### src/hw/rtl/tch_pkg.sv
// Constants, types and helper functions of the texture coverage histogram.
package tch_pkg;

  localparam int GRID_SIZE = 10;
  localparam int CELLS     = GRID_SIZE * GRID_SIZE;
  localparam int IDX_W     = $clog2(GRID_SIZE);
  localparam int CELL_W    = $clog2(CELLS);
  localparam int GRID_W    = $clog2(GRID_SIZE + 1);

  localparam int COORD_W   = 32;
  localparam int FRAC_W    = 16;
  localparam int CNT_W     = 24;
  localparam int COV_W     = 9;

  // Signed product of a coordinate and the grid size, with room for the sign.
  localparam int PROD_W    = COORD_W + GRID_W + 1;

  localparam logic signed [PROD_W-1:0] GRID_MUL = PROD_W'(GRID_SIZE);
  localparam logic signed [PROD_W-1:0] HI_LIM   = PROD_W'(GRID_SIZE) <<< FRAC_W;
  localparam logic signed [PROD_W-1:0] LO_LIM   = -(PROD_W'(1) <<< FRAC_W);

  localparam logic [CNT_W-1:0] CNT_MAX = {CNT_W{1'b1}};

  typedef struct packed {
    logic             on_grid;
    logic [IDX_W-1:0] idx;
  } coord_t;

  // Scales one Q15.16 coordinate by the grid size and truncates towards zero.
  // A scaled value between minus one and zero lands in cell zero.
  function automatic coord_t tch_cell_coord(input logic signed [COORD_W-1:0] c);
    logic signed [PROD_W-1:0] prod;
    coord_t                   res;
    prod        = PROD_W'(c) * GRID_MUL;
    res.on_grid = (prod > LO_LIM) && (prod < HI_LIM);
    res.idx     = prod[PROD_W-1] ? '0 : prod[FRAC_W +: IDX_W];
    return res;
  endfunction

  function automatic logic [CNT_W-1:0] tch_sat_inc(input logic [CNT_W-1:0] c);
    return (c == CNT_MAX) ? c : c + CNT_W'(1);
  endfunction

endpackage

### src/hw/rtl/texture_coverage_histogram.sv
// Top level of the texture coverage histogram: input register, map update, result register.
//
// Usage
//   Input channel (in_valid / in_ready) carries one vertex per transfer: the
//   texture coordinates in_tex_s and in_tex_t in signed Q15.16 and in_last,
//   which marks the final vertex of a mesh.
//   Output channel (out_valid / out_ready) carries one result per mesh: vertex,
//   outside and covered-cell counts, sent for the vertex marked last.
//   A last vertex passes the input register; its result is held in the result register.
//   Throughput: one vertex per cycle, but a last vertex waits while a result is pending.
//   In the input register both coordinates are scaled by a constant multiply and the
//   coverage bitmap (one flip-flop per cell) and counters are updated.
//   After a last vertex the bitmap and counters are cleared at once, so the
//   next mesh may follow in the very next cycle.
//   Reset (rst_n low at a clock edge) empties both registers, clears the bitmap
//   and all counters.
//   When the receiver stalls, the result is held in the output register and
//   ordinary vertices keep flowing; only a further last vertex waits in the
//   input register until the pending result has been taken.
module texture_coverage_histogram (
  input  logic                                clk,
  input  logic                                rst_n,
  input  logic                                in_valid,
  output logic                                in_ready,
  input  logic signed [tch_pkg::COORD_W-1:0]  in_tex_s,
  input  logic signed [tch_pkg::COORD_W-1:0]  in_tex_t,
  input  logic                                in_last,
  output logic                                out_valid,
  input  logic                                out_ready,
  output logic        [tch_pkg::CNT_W-1:0]    out_vertex_count,
  output logic        [tch_pkg::CNT_W-1:0]    out_outside_count,
  output logic        [tch_pkg::COV_W-1:0]    out_covered_cells
);
  import tch_pkg::*;

  // Input register
  logic                       s1_valid_r;
  logic signed [COORD_W-1:0]  s1_s_r;
  logic signed [COORD_W-1:0]  s1_t_r;
  logic                       s1_last_r;

  // Running state of the current mesh
  logic [CELLS-1:0]           map_r;
  logic [CELLS-1:0]           map_nxt;
  logic [CNT_W-1:0]           vcnt_r;
  logic [CNT_W-1:0]           vcnt_nxt;
  logic [CNT_W-1:0]           ocnt_r;
  logic [CNT_W-1:0]           ocnt_nxt;
  logic [COV_W-1:0]           ccnt_r;
  logic [COV_W-1:0]           ccnt_nxt;

  // Result register
  logic                       out_valid_r;
  logic                       out_valid_nxt;
  logic [CNT_W-1:0]           out_vcnt_r;
  logic [CNT_W-1:0]           out_ocnt_r;
  logic [COV_W-1:0]           out_ccnt_r;

  coord_t                     s_c;
  coord_t                     t_c;
  logic                       pair_on_grid;
  logic [CELL_W-1:0]          cell_idx;
  logic                       hit_new;
  logic                       res_free;
  logic                       s1_adv;

  always_comb begin
    s_c          = tch_cell_coord(s1_s_r);
    t_c          = tch_cell_coord(s1_t_r);
    pair_on_grid = s_c.on_grid && t_c.on_grid;
    cell_idx     = CELL_W'(s_c.idx) * CELL_W'(GRID_SIZE) + CELL_W'(t_c.idx);
    hit_new      = pair_on_grid && !map_r[cell_idx];

    res_free = !out_valid_r || out_ready;
    // Only a last vertex needs the result register to be free.
    s1_adv   = s1_valid_r && (!s1_last_r || res_free);
    in_ready = !s1_valid_r || s1_adv;

    vcnt_nxt = tch_sat_inc(vcnt_r);
    ocnt_nxt = pair_on_grid ? ocnt_r : tch_sat_inc(ocnt_r);
    ccnt_nxt = ccnt_r + COV_W'(hit_new);
    for (int i = 0; i < CELLS; i++) begin
      map_nxt[i] = map_r[i] || (pair_on_grid && (cell_idx == CELL_W'(i)));
    end

    if (s1_adv && s1_last_r) begin
      out_valid_nxt = 1'b1;
    end else if (out_ready) begin
      out_valid_nxt = 1'b0;
    end else begin
      out_valid_nxt = out_valid_r;
    end
  end

  // Control state
  always_ff @(posedge clk) begin
    if (!rst_n) begin
      s1_valid_r  <= 1'b0;
      out_valid_r <= 1'b0;
      map_r       <= '0;
      vcnt_r      <= '0;
      ocnt_r      <= '0;
      ccnt_r      <= '0;
    end else begin
      out_valid_r <= out_valid_nxt;
      if (in_ready) begin
        s1_valid_r <= in_valid;
      end
      if (s1_adv) begin
        if (s1_last_r) begin
          map_r  <= '0;
          vcnt_r <= '0;
          ocnt_r <= '0;
          ccnt_r <= '0;
        end else begin
          map_r  <= map_nxt;
          vcnt_r <= vcnt_nxt;
          ocnt_r <= ocnt_nxt;
          ccnt_r <= ccnt_nxt;
        end
      end
    end
  end

  // Payload registers
  always_ff @(posedge clk) begin
    if (in_valid && in_ready) begin
      s1_s_r    <= in_tex_s;
      s1_t_r    <= in_tex_t;
      s1_last_r <= in_last;
    end
    if (s1_adv && s1_last_r) begin
      out_vcnt_r <= vcnt_nxt;
      out_ocnt_r <= ocnt_nxt;
      out_ccnt_r <= ccnt_nxt;
    end
  end

  assign out_valid         = out_valid_r;
  assign out_vertex_count  = out_vcnt_r;
  assign out_outside_count = out_ocnt_r;
  assign out_covered_cells = out_ccnt_r;

endmodule

### config.mk
export PLATFORM = sky130hd
export DESIGN_NAME = texture_coverage_histogram
export DESIGN_NICKNAME = d
export VERILOG_FILES = /design/src/hw/rtl/tch_pkg.sv /design/src/hw/rtl/texture_coverage_histogram.sv
export SDC_FILE = /design/constraint.sdc
export NUM_CORES = 1
export LEC_CHECK = 0
export ABC_CLOCK_PERIOD_IN_PS = 6400
export CORE_MARGIN = 3
export CORE_UTILIZATION = 58
export CTS_CLUSTER_DIAMETER = 30
export DETAILED_ROUTE_END_ITERATION = 12
export DONT_BUFFER_PORTS = 1
export PLACE_DENSITY = 0.77
export SLEW_MARGIN = 20
export SYNTH_ARGS = -nofsm -noshare
export SYNTH_HDL_FRONTEND = slang
export SYNTH_SLANG_ARGS = --single-unit
### constraint.sdc
create_clock -name clk -period 6.4 [get_ports clk]
set_input_delay 1.28 -clock clk [delete_from_list [all_inputs] [get_ports clk]]
set_output_delay 1.28 -clock clk [all_outputs]
set_load 0.05 [all_outputs]
==> metrics <==
status=completed; CTS Buf Count=58; Synth Cell Area=0.0164 mm2; critical path required time=between 6000 and 7000 ps; vias in the first global route=13100; DP Worst Slack=-22.0 ps; DPL Wire Length=26600 um; drt first pass iters=7; max-cap check violation count=0; Synth cell types=86; buffers added on ports=0; via count=13500; WL final=39900 um; ranking of synthesized cells by area=edfxtp_1 (22%), dfxtp_1 (19%), ha_1 (10%), nand2_1 (5.2%), o21ai_0 (4.5%); critical path class=reg -> reg; Hold Path Class=reg -> reg; drt drc=0; Die Ht=between 150 and 200 um; Initial Util=between 50% and 60%; htree depth=2; most frequent cells in the layout=nand2_1 (229), dfxtp_1 (159), o21ai_0 (146), edfxtp_1 (122), ha_1 (120); most common library cell in the layout ignoring fill and taps=nand2_1; placed cell areas=between 0.015 and 0.02 mm2; Area growth syn-to-layout=17.8%; first-pass GRT wire length=64400 um; die width=174 um; overall power=6170 uW; GPL Wtd Cong=0.895; period utilization=96.6%; total grt overflow=0; max_slew headroom=31.9%; Most common cell on crit path=ha_1; # rows=60; Final Hold Violating Endpoints=0; max-slew violations=0; Final min period=between 6000 and 7000 ps; clock-pin slew on the worst setup and hold paths=50 ps; Fill cells=roughly 2000; Worst setup SP type=flop; initial antenna violation count=2; core box area=0.0273 mm2; GR Util All Layers=between 20% and 30%; syn_nets=1907; 1st-iter DRT viols=approximately 1200; achievable frequency=0.162 GHz; layout cells sized above 1=15.4%; worst slew pin tran=roughly 1000 ps; PwrDens=roughly 320 mW/mm2; Setup WS post-layout=218 ps; CTS tree=yes; Clock Tree Root=clkbuf_16; Critical Path End Type=flop; Setup Viol. Count Final=0; Yosys reg bits=between 200 and 300; leakage power=0.00745 uW; post-synthesis cell count=1704; asr flop ratio synth=0%; Worst path slowest cell=edfxtp_1; Longest Clk Path Bufs=3; ys flop type=dfxtp_1; Die ar.=0.0303 mm2; synth warn=0; CP arrival=6660 ps; vias per inst=6.24; Clock Sink Count=281; clk_skew=55.2 ps; Final Cell Area=0.0193 mm2; Synth Area per Inst=slightly below 10 um2; number of enable flip-flop cells after synthesis=122; Worst-Skew Late Latency=around 600 ps; wire per inst=~18 um; antenna-violating nets left=0; # nets final=1946; max incr delay on CP=410 ps; CP max FO=8; register area share after synthesis=between 40% and 50%; share of the synthesized area in the top cell type=22.4%; I/O pin cnt=128; cell taking the most area after synthesis=edfxtp_1; pin count of the biggest net entering global routing=65; maximum VDD drop=roughly 0.25 mV
==> cell usage after synthesis (10+ instances only) <==
| cell | instances |
|---|---|
| dfxtp_1 | 159 |
| clkbuf_1 | 62 |
| ha_1 | 131 |
| buf_2 | 12 |
| o31ai_1 | 14 |
| nor2_1 | 106 |
| a31oi_1 | 19 |
| or3_1 | 12 |
| nor4_1 | 25 |
| nand2_1 | 229 |
| o21ai_0 | 147 |
| nand4_1 | 36 |
| xor2_1 | 54 |
| and3_1 | 29 |
| o21a_1 | 11 |
| and2_1 | 11 |
| o211ai_1 | 14 |
| a22oi_1 | 28 |
| edfxtp_1 | 122 |
| nand3_1 | 51 |
| mux2i_1 | 10 |
| inv_1 | 23 |
| xnor2_1 | 60 |
| o21ai_2 | 22 |
| a21oi_1 | 86 |
| nor2b_1 | 13 |
| mux4_2 | 26 |
| a21o_1 | 22 |
| nor3_1 | 28 |
| a21boi_0 | 13 |
==> where the power goes <==
part	internal (uW)	leakage, uW	switching [uW]
clock	1960	0.000968	1050
combinational	480	0.00397	738
sequential	1910	0.00251	35.4
==> critical path: cells and delay by family, from the launching register on <==
family	cells	cell delay, ps
adder cells (fa/ha/maj)	6	1710
AO/OA/AOI/OAI	7	1510
AND/OR/NAND/NOR	10	1450
buffers and inverters	4	610
flip-flops	1	410
multiplexers	2	350
==> cell families after synthesis <==
family,count (synthesis),synth area share (%)
xor gates and xnor gates,114,6.10
AOI/OAI and AO/OA,451,17.8
adders and majority gates,134,10.4
and+or+nand+nor,583,17.0
muxes,39,4.39
DFF,281,41.8
buffers and inverters,102,2.52
==> what timing repair did <==
| item | 4_1_cts | 5_1_grt |
|---|---|---|
| cloned | 0 | 0 |
| buffers inserted | 0 | 12 |
| hold buffers | 0 | 0 |
| resized for setup | 1 | 51 |
| pin swaps | 1 | 18 |
| endpoints found under the setup margin | 4 | 14 |
==> sequential cells by signal (all words and copies together), names as in the netlist, 24 cells and up <==
signal	flops
s1_t_r	32
ocnt_r	24
out_vertex_count	24
s1_s_r	32
map_r	100
out_outside_count	24
vcnt_r	24
==> final timing paths <==
path	endpoint	slack [ps]	cells after the start	startpoint
worst max-delay path	ccnt_r[6]	220	29	s1_s_r[29]
worst min-delay path	map_r[83]	450	2	map_r[83]
worst max register to register	ccnt_r[6]	220	29	s1_s_r[29]
worst min register to register	map_r[83]	450	2	map_r[83]
==> per-layer routing <==
layer  global-route usage, %  vias to the layer above  wire length [um]
met5                       0                        -                 0
met4                    8.28                        0               938
met3                    4.13                       87              2250
met2                    42.5                      516             19500
met1                    33.0                     6472             17300
li1                        -                     6449                 -
==> metrics by stage <==
step                      utilization (%)  TNS (ps)  hold WS [ps]  std cells
after floorplan                         -         0           420       1704
after global placement               61.8         0           428       2043
after detailed placement             61.8     -41.2           440       2043
after CTS                            69.3         0           452       2153
after global routing                 70.6      -300           468       2167
final                                70.6         0           450       2167
==> area by class of cell <==
cell class	instances	area [um2]	share of cell area (%)
diodes	2	5.00	0.0259
repair buffers	56	440	2.28
flip-flops and latches	281	6850	35.5
well taps	372	465	2.41
inverters	25	93.8	0.486
clock buffers	65	1500	7.76
clock inverters	45	536	2.77
multi-input cells	1321	9420	48.8
(Power assumes the default switching activity.)
